==> src/rtl/core/spq_pkg.sv <==
// ----------------------------------------------------------------------------
// spq_pkg
// Shared types and codes for the sorted priority queue core.
// ----------------------------------------------------------------------------
package spq_pkg;

	localparam int KEY_W    = 32;
	localparam int HANDLE_W = 32;

	typedef enum logic {
		KIND_INSERT = 1'b0,
		KIND_REMOVE = 1'b1
	} kind_t;

	typedef enum logic [1:0] {
		ST_OK    = 2'd0,
		ST_EMPTY = 2'd1,
		ST_FULL  = 2'd2
	} status_t;

	typedef enum logic [1:0] {
		OP_HOLD   = 2'd0,
		OP_INSERT = 2'd1,
		OP_REMOVE = 2'd2
	} cell_op_t;

	typedef struct packed {
		logic                valid;
		logic [KEY_W-1:0]    key;
		logic [HANDLE_W-1:0] handle;
	} entry_t;

	typedef struct packed {
		cell_op_t            op;
		logic [KEY_W-1:0]    key;
		logic [HANDLE_W-1:0] handle;
	} cell_cmd_t;

endpackage

==> src/rtl/core/spq_cell.sv <==
// ----------------------------------------------------------------------------
// spq_cell
// One queue slot: holds an entry, compares it with the broadcast key and
// takes its neighbor's entry, the new entry, or keeps its own.
// ----------------------------------------------------------------------------
module spq_cell (
	input  logic               clk,
	input  logic               arst_n,
	input  spq_pkg::cell_cmd_t cmd,
	input  spq_pkg::entry_t    prev_ent,
	input  logic               prev_place,
	input  spq_pkg::entry_t    next_ent,
	output spq_pkg::entry_t    ent,
	output logic               place
);

	logic                         valid_q;
	logic [spq_pkg::KEY_W-1:0]    key_q;
	logic [spq_pkg::HANDLE_W-1:0] handle_q;

	assign ent   = '{valid: valid_q, key: key_q, handle: handle_q};
	// new key goes here or earlier
	assign place = !valid_q || ($signed(cmd.key) < $signed(key_q));

	always_ff @(posedge clk or negedge arst_n) begin
		if (!arst_n) begin
			valid_q <= 1'b0;
		end else begin
			case (cmd.op)
				spq_pkg::OP_INSERT: begin
					if (prev_place) begin
						valid_q <= prev_ent.valid;
					end else if (place) begin
						valid_q <= 1'b1;
					end
				end
				spq_pkg::OP_REMOVE: valid_q <= next_ent.valid;
				default: ;
			endcase
		end
	end

	always_ff @(posedge clk) begin
		case (cmd.op)
			spq_pkg::OP_INSERT: begin
				if (prev_place) begin
					key_q    <= prev_ent.key;
					handle_q <= prev_ent.handle;
				end else if (place) begin
					key_q    <= cmd.key;
					handle_q <= cmd.handle;
				end
			end
			spq_pkg::OP_REMOVE: begin
				key_q    <= next_ent.key;
				handle_q <= next_ent.handle;
			end
			default: ;
		endcase
	end

endmodule

==> src/rtl/core/sorted_priority_queue_core.sv <==
// ----------------------------------------------------------------------------
// sorted_priority_queue_core
// Bounded priority queue in ascending signed key order, built as a row of
// compare-and-shift cells.
// ----------------------------------------------------------------------------
// Takes one insert or remove per clock while the input is ready: every cell
// compares the broadcast key in parallel and shifts toward its neighbor, and
// the result of each transfer is loaded into the output register as the cells
// update. The input is ready whenever the output register is empty or is being
// drained in the same cycle. Equal keys leave in arrival order. CAPACITY sets
// the number of cells; an insert into a full queue is refused with a full
// status and a remove from an empty queue reports empty. The queue is empty
// right after reset.
// ----------------------------------------------------------------------------
module sorted_priority_queue_core #(
	parameter int CAPACITY = 16
) (
	input  logic        clk,
	input  logic        arst_n,
	input  logic        s_tvalid,
	output logic        s_tready,
	input  logic [63:0] s_tdata,  // item_handle[31:0], sort_key[63:32]
	input  logic        s_tuser,  // kind[0]
	output logic        m_tvalid,
	input  logic        m_tready,
	output logic [71:0] m_tdata   // status[1:0], removed_handle[33:2],
	                              // removed_key[65:34], now_empty[66], zero
);

	spq_pkg::entry_t    ent_w   [CAPACITY];
	logic               place_w [CAPACITY];
	logic [CAPACITY-1:0] valid_w;
	spq_pkg::cell_cmd_t cmd;

	logic                         accept;
	logic                         full;
	logic                         empty;
	spq_pkg::kind_t               kind;
	spq_pkg::status_t             status_d;
	logic [spq_pkg::HANDLE_W-1:0] rm_handle_d;
	logic [spq_pkg::KEY_W-1:0]    rm_key_d;
	logic                         now_empty_d;

	logic                         out_valid_q;
	spq_pkg::status_t             status_q;
	logic [spq_pkg::HANDLE_W-1:0] rm_handle_q;
	logic [spq_pkg::KEY_W-1:0]    rm_key_q;
	logic                         now_empty_q;

	assign kind     = spq_pkg::kind_t'(s_tuser);
	assign s_tready = !out_valid_q || m_tready;
	assign accept   = s_tvalid && s_tready;
	assign full     = ent_w[CAPACITY-1].valid;
	assign empty    = !ent_w[0].valid;

	always_comb begin
		cmd.key     = s_tdata[63:32];
		cmd.handle  = s_tdata[31:0];
		cmd.op      = spq_pkg::OP_HOLD;
		status_d    = spq_pkg::ST_OK;
		rm_handle_d = '0;
		rm_key_d    = '0;
		now_empty_d = empty;
		if (kind == spq_pkg::KIND_INSERT) begin
			if (full) begin
				status_d = spq_pkg::ST_FULL;
			end else begin
				if (accept) cmd.op = spq_pkg::OP_INSERT;
				now_empty_d = 1'b0;
			end
		end else begin
			if (empty) begin
				status_d = spq_pkg::ST_EMPTY;
			end else begin
				if (accept) cmd.op = spq_pkg::OP_REMOVE;
				rm_handle_d = ent_w[0].handle;
				rm_key_d    = ent_w[0].key;
				now_empty_d = !ent_w[1].valid;
			end
		end
	end

	for (genvar i = 0; i < CAPACITY; i++) begin : g_cell
		spq_pkg::entry_t prev_ent;
		spq_pkg::entry_t next_ent;
		logic            prev_place;

		if (i == 0) begin : g_first
			assign prev_ent   = '0;
			assign prev_place = 1'b0;
		end else begin : g_mid
			assign prev_ent   = ent_w[i-1];
			assign prev_place = place_w[i-1];
		end

		if (i == CAPACITY - 1) begin : g_last
			assign next_ent = '0;
		end else begin : g_body
			assign next_ent = ent_w[i+1];
		end

		spq_cell u_cell (
			.clk        (clk),
			.arst_n     (arst_n),
			.cmd        (cmd),
			.prev_ent   (prev_ent),
			.prev_place (prev_place),
			.next_ent   (next_ent),
			.ent        (ent_w[i]),
			.place      (place_w[i])
		);

		assign valid_w[i] = ent_w[i].valid;
	end

	always_ff @(posedge clk or negedge arst_n) begin
		if (!arst_n) begin
			out_valid_q <= 1'b0;
		end else if (accept) begin
			out_valid_q <= 1'b1;
		end else if (m_tready) begin
			out_valid_q <= 1'b0;
		end
	end

	always_ff @(posedge clk) begin
		if (accept) begin
			status_q    <= status_d;
			rm_handle_q <= rm_handle_d;
			rm_key_q    <= rm_key_d;
			now_empty_q <= now_empty_d;
		end
	end

	assign m_tvalid = out_valid_q;
	assign m_tdata  = {5'd0, now_empty_q, rm_key_q, rm_handle_q, status_q};

	// occupancy is always a prefix of ones
	a_valid_prefix: assert property (@(posedge clk) disable iff (!arst_n)
		(valid_w & (valid_w + 1'b1)) == '0)
		else $error("cell occupancy is not a prefix");

	// an accepted insert that is not refused leaves the queue non-empty
	a_insert_fills: assert property (@(posedge clk) disable iff (!arst_n)
		(accept && kind == spq_pkg::KIND_INSERT && !full) |=> ent_w[0].valid)
		else $error("insert did not occupy head cell");

	// an empty report carries no entry and an empty queue
	a_empty_result: assert property (@(posedge clk) disable iff (!arst_n)
		(out_valid_q && status_q == spq_pkg::ST_EMPTY) |->
		(rm_handle_q == '0 && rm_key_q == '0 && now_empty_q))
		else $error("empty result carries data");

	// now_empty in a result matches the head cell after the transfer
	a_now_empty: assert property (@(posedge clk) disable iff (!arst_n)
		accept |=> (now_empty_q == !ent_w[0].valid))
		else $error("now_empty disagrees with head cell");

endmodule

==> config.mk <==
export PLATFORM = sky130hd
export DESIGN_NAME = sorted_priority_queue_core
export DESIGN_NICKNAME = d
export VERILOG_FILES = /design/src/rtl/core/spq_pkg.sv /design/src/rtl/core/spq_cell.sv /design/src/rtl/core/sorted_priority_queue_core.sv
export SDC_FILE = /design/constraint.sdc
export NUM_CORES = 2
export LEC_CHECK = 0
export ABC_AREA = 1
export BUFFER_PORTS_ARGS = -buffer_cell sky130_fd_sc_hd__clkbuf_2
export CAP_MARGIN = 25
export CORE_ASPECT_RATIO = 0.75
export CORE_UTILIZATION = 30
export CTS_CLUSTER_DIAMETER = 80
export DETAILED_ROUTE_END_ITERATION = 8
export SYNTH_ARGS = -nofsm -noshare
export SYNTH_HDL_FRONTEND = slang
export SYNTH_SLANG_ARGS = --single-unit
==> constraint.sdc <==
create_clock -name clk -period 8 [get_ports clk]
set_clock_uncertainty 0.05 [all_clocks]
set_input_delay 2 -clock clk [delete_from_list [all_inputs] [get_ports clk]]
set_output_delay 2 -clock clk [all_outputs]
set_load 0.01 [all_outputs]
==> run metrics <==
outcome=complete, no violations; maximum vdd drop=~0.22 mV; post-cts resize count=0; postcts setup bufs=0; RSZ-0062 raised after global routing=no; WS Path Type=input port to flip-flop; r2r setup slk=~3000 ps; Clock Path Buffers=3; Worst EP arrival=~6600 ps; R2R cell count=13; slew of the pin with the lowest slew margin=between 1000 and 1500 ps; final worst-path setup slack=~1800 ps; CTS HTree Levels=3; FP Rows=150; worst flop-to-flop path endpoint=g_cell[1].u_cell.handle_q[28]; DR iter-0 viols=roughly 7.4k; gr usage total=19.22%; vias in the first global route=~54k; final core occ=about a third; Setup crit start=s_tdata[63]; launching point of the worst reg2reg path=g_cell[1].u_cell.key_q[31]; Avg Cell Area, Syn=~8.2 um2; net switching power=~9.7 mW; drt pass-1 iters=8; Syn Inst Count=between 8k and 9k; number of CTS-inserted buffers=119; Die X=about 550 um; most common cell after layout, fill and taps aside=nand2_1; Tcrit/Tclk final=between 70% and 80%; detailed placement HPWL=approximately 150 mm; Combinational Power Share=a little under two fifths; relative slew slack=22.18%; Initial Util=approximately 30%; post-route ant nets=0; per-cell routed wire length=roughly 20 um; MaxCap Viol Count=0; clock network power share=between 20% and 30%; share of layout cells above drive strength 1=roughly 5.5%; crit start category=input port; # IOs=between 100 and 150; CP endpoint kind=flip-flop; global-route wire length before repair=337.8 mm; gr ovfl total=0; Switching Fraction=roughly two fifths; Power Dens Cells=around 330 mW/mm2; area delta synth->final=10.42%; final hold violation count=0; critical path fanouts, max=47; Port-buffer cells=approximately 140; Distinct cells, synth=34; initial antenna violation count=10; most frequent cells in the layout=2337 x nand2_1, 1134 x inv_1, 1091 x edfxtp_1; Die Area=0.2283 mm2; FF+latch count, synth=1108; GP Congestion=between 0.9 and 1; worst min path class=flip-flop to flip-flop; Syn Std Cell Area=around 0.068 mm2; clk_lat worst skew=just under 800 ps; Reg power frac=39.2%; Net count, final=8632; Via density=5.179; Post-DP Area=around 0.071 mm2; Final min period=approximately 6200 ps; Pint=approximately 15 mW; WL final=225.4 mm; CP required=8380 ps; sequential share of the synthesized area=approximately half; Yosys warning total=0; Sum Neg Setup Slack=0 ps; fin. max-slew vios=0; CP endpoint=g_cell[1].u_cell.handle_q[28]; CTS clk-pin slew, worst paths=60 ps; fmax=between 150 and 200 MHz; largest net degree at the start of global routing=about 170; placed insts=~11k; Post-CTS Hold Buffers=0; via count=57.80k; final non-filler cell total=11.16k; # setup viols final=0; Final Cell Area=approximately 0.075 mm2; P_leak=~34 nW; CTS root buf=clkbuf_16; CTS tree=done; Die Y=roughly 410 um; drc violations=0; clk sinks=about 1.1k; Core ar.=about 0.22 mm2; pre-CTS WS=approximately 1200 ps
==> area by class of cell <==
| cell class | instances | area, um2 |
|---|---|---|
| fillers | 23030 | 148900 |
| flip-flops and latches | 1108 | 33190 |
| multi-input cells | 5485 | 28260 |
| inverters | 1148 | 4329 |
| well taps | 2964 | 3709 |
| clock buffers | 149 | 3133 |
| repair buffers | 236 | 1762 |
| clock inverters | 68 | 611.8 |
| diodes | 1 | 2.502 |
==> registers in the layout, summed over array words and instances, names as in the netlist <==
register and flops:
g_cell.u_cell.handle_q 512, g_cell.u_cell.key_q 512, rm_handle_q 32, rm_key_q 32, g_cell.u_cell.valid_q 16, status_q 2
m_tvalid 1, now_empty_q 1
==> kinds of logic after synthesis <==
kind of cell | Yosys count | synth area share (%)
fa+ha+maj | 465 | 8.567
buf+inv | 1658 | 9.973
simple gates | 3525 | 21.47
compound gates | 1490 | 11.12
other cells | 1 | 0.005522
flops | 1108 | 48.87
==> power groups by stage <==
stage / combinational [mW] / clock [mW] / sequential (mW)
floorplan: 6.27 / 0 / 9.72
global placement: 9.00 / 0 / 9.75
detailed placement: 9.26 / 0 / 9.81
CTS: 9.31 / 5.61 / 9.70
global route: 10.6 / 5.83 / 9.87
finish: 9.47 / 5.55 / 9.70
==> metrics by stage <==
step	hold slack (ps)	total power [mW]
floorplan	429.2	15.99
global placement	452.3	18.75
detailed placement	456.5	19.06
CTS	471.6	24.62
global route	484.2	26.29
finish	473.0	24.71
==> how the worst min path moves through the flow <==
stage | startpoint | to | slack, ps | depth (start not counted)
after floorplan | g_cell[14].u_cell.valid_q | g_cell[14].u_cell.valid_q | 430 | 2
after CTS | g_cell[15].u_cell.handle_q[26] | g_cell[14].u_cell.handle_q[26] | 470 | 2
after global placement | g_cell[15].u_cell.handle_q[26] | g_cell[14].u_cell.handle_q[26] | 450 | 2
final | g_cell[15].u_cell.handle_q[26] | g_cell[14].u_cell.handle_q[26] | 470 | 2
after global routing | g_cell[15].u_cell.handle_q[22] | g_cell[14].u_cell.handle_q[22] | 480 | 2
after detailed placement | g_cell[15].u_cell.handle_q[26] | g_cell[14].u_cell.handle_q[26] | 460 | 2
==> cell usage after synthesis <==
cell / instances / area share, %
a21boi_0: 2 / 0.022
a21o_1: 4 / 0.044
a21oi_1: 357 / 2.6
a31oi_1: 7 / 0.064
and3_1: 2 / 0.018
buf_1: 16 / 0.088
buf_2: 103 / 0.76
buf_4: 62 / 0.69
buf_6: 25 / 0.41
clkbuf_1: 304 / 1.7
conb_1: 1 / 0.0055
dfrtp_1: 17 / 0.63
edfxtp_1: 1091 / 48
ha_1: 465 / 8.6
inv_1: 1142 / 6.3
inv_2: 6 / 0.033
nand2_1: 2347 / 13
nand3_1: 930 / 6.9
nand3_2: 5 / 0.074
nand3b_1: 1 / 0.011
nand4_1: 26 / 0.24
nor2_1: 179 / 0.99
nor2_2: 11 / 0.10
nor2_4: 1 / 0.017
nor3_1: 16 / 0.12
nor4_1: 6 / 0.055
nor4_2: 1 / 0.018
o211ai_1: 7 / 0.077
o21a_1: 17 / 0.19
o21ai_0: 738 / 5.4
o21ai_1: 353 / 2.6
o21ai_2: 1 / 0.013
o21bai_1: 3 / 0.033
o22ai_1: 1 / 0.0092
==> layer usage <==
metal  routed length (um)  up-vias  GRT usage (%)
met5                   46        -              0
met4                 5567        8          4.947
met3                23900      345          4.062
met2                93470     2801          28.02
met1               102400    27470          28.48
li1                     -    27170              -
==> critical path: stages <==
cell      delay, ps
clkbuf_2        370
ha_1            590
nand2_1         110
nor2_1          160
nand4_1         170
nor4_1          690
nand2_1         230
nand2_1         110
nand2_1         100
nand3_4         370
nand2_1         310
nand2_4         790
buf_4           500
Note: power is estimated with default switching activity, not from simulation.
